<file path="src/design/flow_id_routing_table_top_assert.svh">
// Assertion macros for the flow routing table.
`ifndef FLOW_ID_ROUTING_TABLE_TOP_ASSERT_SVH
`define FLOW_ID_ROUTING_TABLE_TOP_ASSERT_SVH

// Check a property on every rising clock edge outside reset.
`define FIRT_ASSERT(lbl, prop, msg) \
	lbl: assert property (@(posedge clk) disable iff (!arst_n) prop) else $error(msg);

// Check a property on every rising clock edge, reset included.
`define FIRT_ASSERT_ALWAYS(lbl, prop, msg) \
	lbl: assert property (@(posedge clk) prop) else $error(msg);

`endif

</file>
<file path="src/design/firt_pkg.sv">
// Shared types and constants of the flow routing table.
package firt_pkg;

	localparam int KEY_W    = 32;
	localparam int QUEUE_W  = 4;
	localparam int MASK_W   = 16;
	localparam int CNT_W    = 32;
	localparam int ACT_W    = 7;
	localparam int STATUS_W = 3;
	localparam int CMD_W    = 2;

	// Queues that exist behind the ready mask
	localparam int QueueCount = 16;

	localparam int IN_DATA_W  = 56;
	localparam int OUT_DATA_W = 112;

	// Command codes carried in tuser
	localparam logic [CMD_W-1:0] CMD_ROUTE      = 2'd0;
	localparam logic [CMD_W-1:0] CMD_REGISTER   = 2'd1;
	localparam logic [CMD_W-1:0] CMD_UNREGISTER = 2'd2;

	// Result status codes
	localparam logic [STATUS_W-1:0] ST_ROUTED     = 3'd0;
	localparam logic [STATUS_W-1:0] ST_UNKNOWN    = 3'd1;
	localparam logic [STATUS_W-1:0] ST_DROPPED    = 3'd2;
	localparam logic [STATUS_W-1:0] ST_REGISTERED = 3'd3;
	localparam logic [STATUS_W-1:0] ST_FULL       = 3'd4;
	localparam logic [STATUS_W-1:0] ST_REMOVED    = 3'd5;
	localparam logic [STATUS_W-1:0] ST_NOTFOUND   = 3'd6;

	localparam logic [ACT_W-1:0] LIMIT_RESET = 7'd64;

	// One table word
	typedef struct packed {
		logic               vld;
		logic [KEY_W-1:0]   key;
		logic [QUEUE_W-1:0] queue;
	} entry_t;

	// Controller to datapath
	typedef struct packed {
		logic clr_en;
		logic capture;
		logic scan_en;
		logic commit;
	} ctrl_cmd_t;

	// Datapath to controller
	typedef struct packed {
		logic clr_last;
		logic scan_last;
		logic in_skip;
		logic out_free;
	} dp_stat_t;

endpackage

</file>
<file path="src/design/flow_id_routing_table_top.sv">
// Flow routing table: binds 32-bit keys to queue numbers and routes ticks by key.
// The table is a memory of TABLE_ENTRIES words that is searched one entry per
// clock, so every route, register or unregister item occupies the block from its
// acceptance until s_tready rises again (accept, one scan read of every entry,
// one compare drain, one commit); the commit waits further while the previous
// result is still held on the master side. An item with the undefined command
// code is accepted while the block stays idle and yields no result. After reset
// the block sweeps every table entry clear with s_tready low; limit writes are
// taken at any time.
module flow_id_routing_table_top #(
	parameter int TABLE_ENTRIES = 64
) (
	input  logic                              clk,
	input  logic                              arst_n,
	input  logic                              s_tvalid,
	output logic                              s_tready,
	// flow_key[31:0], target_queue[35:32], queue_ready_mask[51:36], zero pad
	input  logic [firt_pkg::IN_DATA_W-1:0]    s_tdata,
	// cmd[1:0]
	input  logic [firt_pkg::CMD_W-1:0]        s_tuser,
	output logic                              m_tvalid,
	input  logic                              m_tready,
	// status[2:0], accepted[3], forward_valid[4], forward_queue[8:5],
	// routed_total[40:9], dropped_total[72:41], unknown_total[104:73],
	// active_entries[111:105]
	output logic [firt_pkg::OUT_DATA_W-1:0]   m_tdata,
	input  logic                              limit_wr_en,
	input  logic [firt_pkg::ACT_W-1:0]        limit_wr_data
);
	import firt_pkg::*;

	`include "flow_id_routing_table_top_assert.svh"

	ctrl_cmd_t ctrl_cmd;
	dp_stat_t  dp_stat;

	firt_ctrl u_ctrl (
		.clk      (clk),
		.arst_n   (arst_n),
		.s_tvalid (s_tvalid),
		.s_tready (s_tready),
		.stat     (dp_stat),
		.cmd      (ctrl_cmd)
	);

	firt_datapath #(
		.TABLE_ENTRIES (TABLE_ENTRIES)
	) u_datapath (
		.clk           (clk),
		.arst_n        (arst_n),
		.cmd           (ctrl_cmd),
		.stat          (dp_stat),
		.s_tuser       (s_tuser),
		.s_tdata       (s_tdata),
		.limit_wr_en   (limit_wr_en),
		.limit_wr_data (limit_wr_data),
		.m_tvalid      (m_tvalid),
		.m_tready      (m_tready),
		.m_tdata       (m_tdata)
	);

	// No input transfer while the table is being scanned
	`FIRT_ASSERT_ALWAYS(a_no_accept_in_scan, ctrl_cmd.scan_en |-> !s_tready, "input accepted during scan")

	// A forwarded tick is always an accepted route
	`FIRT_ASSERT(a_fwd_is_routed, (m_tvalid && m_tdata[4]) |-> (m_tdata[3] && m_tdata[2:0] == ST_ROUTED), "forward without routed status")

	// Accepted only for routed, registered or removed
	`FIRT_ASSERT(a_acc_status, (m_tvalid && m_tdata[3]) |-> (m_tdata[2:0] == ST_ROUTED || m_tdata[2:0] == ST_REGISTERED || m_tdata[2:0] == ST_REMOVED), "accepted with wrong status")

	// Active count never exceeds the table size
	`FIRT_ASSERT(a_active_bound, m_tvalid |-> (32'(m_tdata[111:105]) <= TABLE_ENTRIES), "active count beyond table size")

endmodule

</file>
<file path="src/design/firt_ctrl.sv">
// Sequencer for table clearing, key scan and commit.
module firt_ctrl (
	input  logic                clk,
	input  logic                arst_n,
	input  logic                s_tvalid,
	output logic                s_tready,
	input  firt_pkg::dp_stat_t  stat,
	output firt_pkg::ctrl_cmd_t cmd
);
	import firt_pkg::*;

	typedef enum logic [2:0] {
		CLEAR,
		IDLE,
		SCAN,
		DRAIN,
		COMMIT
	} state_t;

	state_t state_q;

	// Decode commands from the current state
	always_comb begin
		cmd      = '0;
		s_tready = 1'b0;
		case (state_q)
			CLEAR: begin
				cmd.clr_en = 1'b1;
			end
			IDLE: begin
				s_tready    = 1'b1;
				cmd.capture = s_tvalid;
			end
			SCAN: begin
				cmd.scan_en = 1'b1;
			end
			COMMIT: begin
				cmd.commit = stat.out_free;
			end
			default: begin
				cmd = '0;
			end
		endcase
	end

	// Advance the sequence
	always_ff @(posedge clk or negedge arst_n) begin
		if (!arst_n) begin
			state_q <= CLEAR;
		end else begin
			case (state_q)
				CLEAR: begin
					if (stat.clr_last) state_q <= IDLE;
				end
				IDLE: begin
					if (s_tvalid && !stat.in_skip) state_q <= SCAN;
				end
				SCAN: begin
					if (stat.scan_last) state_q <= DRAIN;
				end
				DRAIN: begin
					state_q <= COMMIT;
				end
				COMMIT: begin
					if (stat.out_free) state_q <= IDLE;
				end
				default: begin
					state_q <= CLEAR;
				end
			endcase
		end
	end

endmodule

</file>
<file path="src/design/firt_datapath.sv">
// Table memory, scan compare, counters and result register.
module firt_datapath #(
	parameter int TABLE_ENTRIES = 64
) (
	input  logic                                clk,
	input  logic                                arst_n,
	input  firt_pkg::ctrl_cmd_t                 cmd,
	output firt_pkg::dp_stat_t                  stat,
	input  logic [firt_pkg::CMD_W-1:0]          s_tuser,
	input  logic [firt_pkg::IN_DATA_W-1:0]      s_tdata,
	input  logic                                limit_wr_en,
	input  logic [firt_pkg::ACT_W-1:0]          limit_wr_data,
	output logic                                m_tvalid,
	input  logic                                m_tready,
	output logic [firt_pkg::OUT_DATA_W-1:0]     m_tdata
);
	import firt_pkg::*;

	localparam int AW = (TABLE_ENTRIES > 1) ? $clog2(TABLE_ENTRIES) : 1;
	localparam logic [AW-1:0] LAST_IDX = AW'(TABLE_ENTRIES - 1);

	entry_t             mem_q [TABLE_ENTRIES];
	logic [AW-1:0]      ptr_q;
	entry_t             rdata_s1;
	logic [AW-1:0]      ridx_s1;
	logic               rvld_s1;

	logic [CMD_W-1:0]   cmd_q;
	logic [KEY_W-1:0]   key_q;
	logic [QUEUE_W-1:0] tq_q;
	logic [MASK_W-1:0]  mask_q;

	logic               hit_q;
	logic [AW-1:0]      hit_idx_q;
	logic [QUEUE_W-1:0] hit_queue_q;
	logic               free_q;
	logic [AW-1:0]      free_idx_q;

	logic [ACT_W-1:0]   limit_q;
	logic [ACT_W-1:0]   active_q;
	logic [CNT_W-1:0]   routed_q;
	logic [CNT_W-1:0]   dropped_q;
	logic [CNT_W-1:0]   unknown_q;

	logic               out_vld_q;
	logic [OUT_DATA_W-1:0] out_data_q;

	logic               match;
	logic               q_ready;
	logic               wr_req;
	logic [AW-1:0]      wr_idx;
	entry_t             wr_entry;
	logic               mem_we;
	logic [AW-1:0]      mem_waddr;
	entry_t             mem_wdata;
	logic [STATUS_W-1:0] res_status;
	logic               res_acc;
	logic               res_fwd;
	logic [QUEUE_W-1:0] res_fq;
	logic [ACT_W-1:0]   active_nx;
	logic [CNT_W-1:0]   routed_nx;
	logic [CNT_W-1:0]   dropped_nx;
	logic [CNT_W-1:0]   unknown_nx;

	// Status toward the controller
	always_comb begin
		stat.clr_last  = (ptr_q == LAST_IDX);
		stat.scan_last = (ptr_q == LAST_IDX);
		stat.in_skip   = !(s_tuser == CMD_ROUTE || s_tuser == CMD_REGISTER ||
			s_tuser == CMD_UNREGISTER);
		stat.out_free  = !out_vld_q || m_tready;
	end

	// Step the shared clear and scan pointer
	always_ff @(posedge clk or negedge arst_n) begin
		if (!arst_n) begin
			ptr_q   <= '0;
			rvld_s1 <= 1'b0;
		end else begin
			rvld_s1 <= cmd.scan_en;
			if (cmd.capture) begin
				ptr_q <= '0;
			end else if (cmd.clr_en || cmd.scan_en) begin
				ptr_q <= (ptr_q == LAST_IDX) ? '0 : ptr_q + AW'(1);
			end
		end
	end

	// Table memory, one write and one registered read per cycle
	always_ff @(posedge clk) begin
		if (mem_we) mem_q[mem_waddr] <= mem_wdata;
		if (cmd.scan_en) begin
			rdata_s1 <= mem_q[ptr_q];
			ridx_s1  <= ptr_q;
		end
	end

	// Hold the accepted item
	always_ff @(posedge clk) begin
		if (cmd.capture) begin
			cmd_q  <= s_tuser;
			key_q  <= s_tdata[KEY_W-1:0];
			tq_q   <= s_tdata[KEY_W +: QUEUE_W];
			mask_q <= s_tdata[KEY_W+QUEUE_W +: MASK_W];
		end
	end

	assign match = rdata_s1.vld && (rdata_s1.key == key_q);

	// Record the first matching entry and the first free entry
	always_ff @(posedge clk or negedge arst_n) begin
		if (!arst_n) begin
			hit_q  <= 1'b0;
			free_q <= 1'b0;
		end else if (cmd.capture) begin
			hit_q  <= 1'b0;
			free_q <= 1'b0;
		end else if (rvld_s1) begin
			if (match && !hit_q) hit_q <= 1'b1;
			if (!rdata_s1.vld && !free_q) free_q <= 1'b1;
		end
	end

	always_ff @(posedge clk) begin
		if (rvld_s1) begin
			if (match && !hit_q) begin
				hit_idx_q   <= ridx_s1;
				hit_queue_q <= rdata_s1.queue;
			end
			if (!rdata_s1.vld && !free_q) free_idx_q <= ridx_s1;
		end
	end

	assign q_ready = (32'(hit_queue_q) < QueueCount) && mask_q[hit_queue_q];

	// Resolve the item from the scan results
	always_comb begin
		res_status = ST_ROUTED;
		res_acc    = 1'b0;
		res_fwd    = 1'b0;
		res_fq     = '0;
		wr_req     = 1'b0;
		wr_idx     = hit_idx_q;
		wr_entry   = '{vld: 1'b1, key: key_q, queue: tq_q};
		active_nx  = active_q;
		routed_nx  = routed_q;
		dropped_nx = dropped_q;
		unknown_nx = unknown_q;
		case (cmd_q)
			CMD_ROUTE: begin
				if (!hit_q) begin
					res_status = ST_UNKNOWN;
					unknown_nx = (&unknown_q) ? unknown_q : unknown_q + CNT_W'(1);
				end else begin
					res_fq = hit_queue_q;
					if (q_ready) begin
						res_status = ST_ROUTED;
						res_acc    = 1'b1;
						res_fwd    = 1'b1;
						routed_nx  = (&routed_q) ? routed_q : routed_q + CNT_W'(1);
					end else begin
						res_status = ST_DROPPED;
						dropped_nx = (&dropped_q) ? dropped_q : dropped_q + CNT_W'(1);
					end
				end
			end
			CMD_REGISTER: begin
				if (active_q >= limit_q) begin
					res_status = ST_FULL;
				end else if (hit_q) begin
					res_status = ST_REGISTERED;
					res_acc    = 1'b1;
					wr_req     = 1'b1;
				end else if (free_q) begin
					res_status = ST_REGISTERED;
					res_acc    = 1'b1;
					wr_req     = 1'b1;
					wr_idx     = free_idx_q;
					active_nx  = active_q + ACT_W'(1);
				end else begin
					res_status = ST_FULL;
				end
			end
			CMD_UNREGISTER: begin
				if (hit_q) begin
					res_status   = ST_REMOVED;
					res_acc      = 1'b1;
					wr_req       = 1'b1;
					wr_entry.vld = 1'b0;
					active_nx    = (active_q != '0) ? active_q - ACT_W'(1) : active_q;
				end else begin
					res_status = ST_NOTFOUND;
				end
			end
			default: begin
				res_status = ST_NOTFOUND;
			end
		endcase
	end

	// Select the memory write source
	always_comb begin
		mem_we    = cmd.clr_en || (cmd.commit && wr_req);
		mem_waddr = cmd.clr_en ? ptr_q : wr_idx;
		mem_wdata = cmd.clr_en ? entry_t'('0) : wr_entry;
	end

	// Limit register, counters and result valid
	always_ff @(posedge clk or negedge arst_n) begin
		if (!arst_n) begin
			limit_q   <= LIMIT_RESET;
			active_q  <= '0;
			routed_q  <= '0;
			dropped_q <= '0;
			unknown_q <= '0;
			out_vld_q <= 1'b0;
		end else begin
			if (limit_wr_en) limit_q <= limit_wr_data;
			if (cmd.commit) begin
				active_q  <= active_nx;
				routed_q  <= routed_nx;
				dropped_q <= dropped_nx;
				unknown_q <= unknown_nx;
				out_vld_q <= 1'b1;
			end else if (m_tready) begin
				out_vld_q <= 1'b0;
			end
		end
	end

	// Load the result register
	always_ff @(posedge clk) begin
		if (cmd.commit) begin
			out_data_q <= {active_nx, unknown_nx, dropped_nx, routed_nx,
				res_fq, res_fwd, res_acc, res_status};
		end
	end

	assign m_tvalid = out_vld_q;
	assign m_tdata  = out_data_q;

endmodule
</file>
<file path="config.mk">
export PLATFORM = sky130hd
export DESIGN_NAME = flow_id_routing_table_top
export DESIGN_NICKNAME = d
export VERILOG_FILES = /design/src/design/firt_pkg.sv /design/src/design/flow_id_routing_table_top.sv /design/src/design/firt_ctrl.sv /design/src/design/firt_datapath.sv
export VERILOG_INCLUDE_DIRS = /design/src /design/src/design
export SDC_FILE = /design/constraint.sdc
export NUM_CORES = 2
export LEC_CHECK = 0
export BUFFER_PORTS_ARGS = -buffer_cell sky130_fd_sc_hd__buf_4
export CORE_UTILIZATION = 56
export DETAILED_ROUTE_END_ITERATION = 10
export GPL_TIMING_DRIVEN = 0
export PLACE_DENSITY = 0.75
export SLEW_MARGIN = 15
export SYNTH_ARGS = -nofsm -noshare
export SYNTH_HDL_FRONTEND = slang
export SYNTH_SLANG_ARGS = --single-unit
</file>
<file path="constraint.sdc">
create_clock -name clk -period 5.15 [get_ports clk]
set_input_delay 0.2575 -clock clk [delete_from_list [all_inputs] [get_ports clk]]
set_output_delay 0.2575 -clock clk [all_outputs]
set_load 0.05 [all_outputs]
</file>
==> results.json <==
{
  "die_area_mm2": 0.1903,
  "swShare_pct": 31.86,
  "required_ns": 5.77,
  "clockBufferDepth": 4,
  "p_clk_share_pct": 29.1,
  "slowest_delay_ns": 1.03,
  "finClkSkew_ns": 0.07569,
  "avgViaCountPerCell": 6.970,
  "grt_pass1_vias": 57597,
  "cp-end-kind": "register",
  "rsz0062_at_grt": "yes",
  "antenna_found_initial": 16,
  "place_ws_ns": -0.09644,
  "n_fill_cell": 11252,
  "initial_core_util_pct": 56.30,
  "ys_ff_latch": 2716,
  "layout_commonest_cell": "edfxtp_1",
  "hold_viol_final": 0,
  "dr.pass1.iters": 9,
  "grt_start_max_net_pins": 99,
  "clkLatencyLatePin_ns": 0.94,
  "seqCellArea_mm2": 0.08094,
  "p_int_mw": 46.14,
  "cts-root-buf": "clkbuf_16",
  "ioPinCount": 184,
  "power.switching_mw": 21.58,
  "use_met3_pct": 10.15,
  "ys_warn_count": 0,
  "synthesis.nets": 4985,
  "pwr-share-comb_pct": 28.6,
  "clk_pin_slew_ns": 0.07,
  "worst_slack_ns": -0.2448,
  "wl_um": 314900,
  "setup_viol": 120,
  "htreeDepth": 5,
  "cts.sinks": 2716,
  "cts-buffers-inserted": 280,
  "power_density_mw_per_mm2": 545.9,
  "placed_cells": 7776,
  "outcome": "finished with violations",
  "cpMaxStageDelayCell": "nor3_2",
  "busiest_layer": "met2",
  "drive_above_1_share_pct": 28.83,
  "use_met1_pct": 39.73,
  "holdPathStages": 2,
  "fmax_mhz": 185.4,
  "grt_use_total_pct": 32.20,
  "cts_tree": "built",
  "synth_flop_cell": "edfxtp_1",
  "num_rows": 159,
  "grt_pass1_wl_um": 427100,
  "tightest_slew_ns": 1.442,
  "seq_area_frac_synth_pct": 76.64,
  "chipWidth_um": 436.3,
  "layout.cells.non_filler": 8338,
  "layout.nets": 5735,
  "syn_to_final_growth_pct": 17.43,
  "overflow": 0,
  "num_vias": 58120,
  "gp_congestion": 0.9334,
  "criticalPathCategory": "reg -> reg",
  "synth_edf_count": 2593,
  "r2r_cells": 12,
  "holdCritPathClass": "in -> reg",
  "maxCapViolations": 0,
  "timing.slew.headroom_pct": 3.849,
  "syn_avg_cell_area_um2": 21.56,
  "path_max_fanout": 9,
  "finalPower_mw": 67.71,
  "cp_num_cells": 12,
  "drc_errors": 0,
  "met2_usage_pct": 49.51,
  "coreArea_mm2": 0.1876,
  "drtAntennaViolNets": 0,
  "dp_hpwl_um": 189200,
  "maxSlewViolCount": 0,
  "multi_input_area_mm2": 0.02411,
  "period_needed_ns": 5.395,
  "cp_top_family": "simple AND/OR/NAND/NOR gates",
  "async_reset_ff_share_pct": 4.529,
  "final_cell_mix": "edfxtp_1, mux4_2, clkbuf_16",
  "worst_ep_arrival_time_ns": 6.01,
  "syn-cell-area_mm2": 0.1056,
  "leakage_nw": 40.31,
  "drt_iter0_markers": 10346,
  "synth.distinct_cells": 73,
  "violations": "setup timing",
  "start_kind": "register",
  "path_cells": "inv_1, ha_1, nand2b_1, a31oi_1, o211a_1, a31oi_1, a211oi_1, nand3_1, nor3_2, buf_4, buf_6, buf_4",
  "syn_inst": 4898,
  "share_seq_of_total_power_pct": 42.3,
  "rrSetupSlack_ns": -0.24,
  "irDropWorstVdd_uv": 451.6,
  "critPathBufInv": 4,
  "die_h_um": 436.3,
  "avgRoutedWirePerCell_um": 37.77,
  "fin_crit_sh_pct": 104.8,
  "portBuffers": 179
}
sequential cells by signal, summed over array words and instances (netlist names), 6 cells and up:
register and flops:
u_datapath.key_q 32, u_datapath.dropped_q 32, u_datapath.active_q 7, u_datapath.mask_q 16, u_datapath.ptr_q 6, u_datapath.free_idx_q 6, u_datapath.ridx_s1 6, u_datapath.routed_q 32
u_datapath.mem_q 2368, u_datapath.unknown_q 32, u_datapath.limit_q 7, u_datapath.rdata_s1 37, u_datapath.m_tdata 112, u_datapath.hit_idx_q 6
worst reg2reg max path, stage by stage, from the launching register on:
cell	delay [ns]
dfrtp_1	0.48
inv_1	0.11
ha_1	0.29
nand2b_1	0.14
a31oi_1	0.41
o211a_1	0.42
a31oi_1	0.24
a211oi_1	0.51
nand3_1	0.72
nor3_2	1.03
buf_4	0.37
buf_6	0.18
buf_4	0.21
kinds of logic after synthesis:
group                      after synthesis  share of synthesized area, %
DFF                                   2716                         76.64
muxes                                  775                         15.49
and+or+nand+nor                        658                         3.050
buffers and inverters                  264                         1.093
AOI/OAI and AO/OA                      245                         1.677
xor gates and xnor gates               223                         1.849
adders and majority gates               17                        0.2014
area by class of cell:
class | count | area share, %
flip-flops and latches | 2716 | 65.26
multi-input cells | 1918 | 19.44
clock buffers | 342 | 5.982
repair buffers | 470 | 4.909
well taps | 2495 | 2.517
clock inverters | 129 | 0.9361
plain buffers | 240 | 0.8807
inverters | 22 | 0.06759
diodes | 6 | 0.01211
routing by layer:
layer / vias up / part of all wire, %
li1: 21881 / -
met1: 29355 / 32
met2: 5493 / 46
met3: 1371 / 14
met4: 20 / 8.3
met5: - / 0.063
timing repair:
| item | 4_1_cts | 5_1_grt |
|---|---|---|
| pin swaps | 1 | 3 |
| setup buffers | 1 | 5 |
| resized for setup | 0 | 8 |
| endpoints found under the hold margin | 187 | 0 |
| setup endpoints to repair | 92 | 363 |
| hold buffers | 77 | 0 |
cells in the mapped netlist, types with 10 or more instances:
master / n / area [um^2]
buf_2: 52 / 260.3
nand3_1: 82 / 410.4
o21ai_0: 32 / 160.2
xnor2_1: 144 / 1261
clkbuf_1: 127 / 476.7
mux2_2: 12 / 135.1
nor4_1: 10 / 62.56
buf_4: 15 / 112.6
dfrtp_1: 122 / 3053
nor3_1: 50 / 250.2
nand2_1: 178 / 668.1
ha_1: 17 / 212.7
and3_1: 37 / 231.5
edfxtp_1: 2593 / 77860
a31oi_1: 12 / 75.07
mux2i_1: 77 / 770.7
o22ai_1: 17 / 106.4
o221ai_1: 12 / 105.1
nand4_1: 38 / 237.7
buf_1: 40 / 150.1
nor2_1: 152 / 570.6
a22oi_1: 77 / 578.1
a21oi_1: 22 / 110.1
and2_1: 48 / 300.3
xor2_1: 79 / 691.9
a221oi_1: 17 / 148.9
inv_1: 21 / 78.83
or3_1: 10 / 62.56
mux4_2: 681 / 15340
stage by stage:
step	utilization, %	hold slack (ns)	cell area (um^2)	TNS (ns)
2_1_floorplan	-	-0.03809	105600	-87.91
3_3_place_gp	58.68	0.4017	110100	-5990.54
3_5_place_dp	61.03	0.2486	114500	-1.894
4_1_cts	66.02	0.008091	123900	-0.02404
5_1_grt	66.11	0.03610	124000	-23.27
6_report	66.11	0.04943	124000	-10.26
power groups by stage:
stage | clock network [mW] | registers [mW] | logic (mW)
2_1_floorplan | 0 | 29.4 | 10.0
3_3_place_gp | 0 | 29.5 | 16.1
3_5_place_dp | 0 | 29.0 | 18.0
4_1_cts | 19.6 | 28.6 | 18.5
5_1_grt | 20.5 | 28.7 | 19.6
6_report | 19.7 | 28.7 | 19.3
worst paths after layout:
check,startpoint,endpoint
setup / recovery,u_datapath.active_q[0]$_DFFE_PN0P_,u_datapath.mem_q[34][14]$_DFFE_PP_
hold / removal,s_tdata[12],u_datapath.key_q[12]$_DFFE_PP_
setup reg to reg,u_datapath.active_q[0]$_DFFE_PN0P_,u_datapath.mem_q[34][14]$_DFFE_PP_
hold reg to reg,u_datapath.rdata_s1[0]$_DFFE_PP_,u_datapath.hit_queue_q[0]$_DFFE_PP_
max in group asynchronous,arst_n,u_datapath.dropped_q[6]$_DFFE_PN0P_
min in group asynchronous,arst_n,u_datapath.unknown_q[14]$_DFFE_PN0P_
Power figures use the tool's default switching activity.
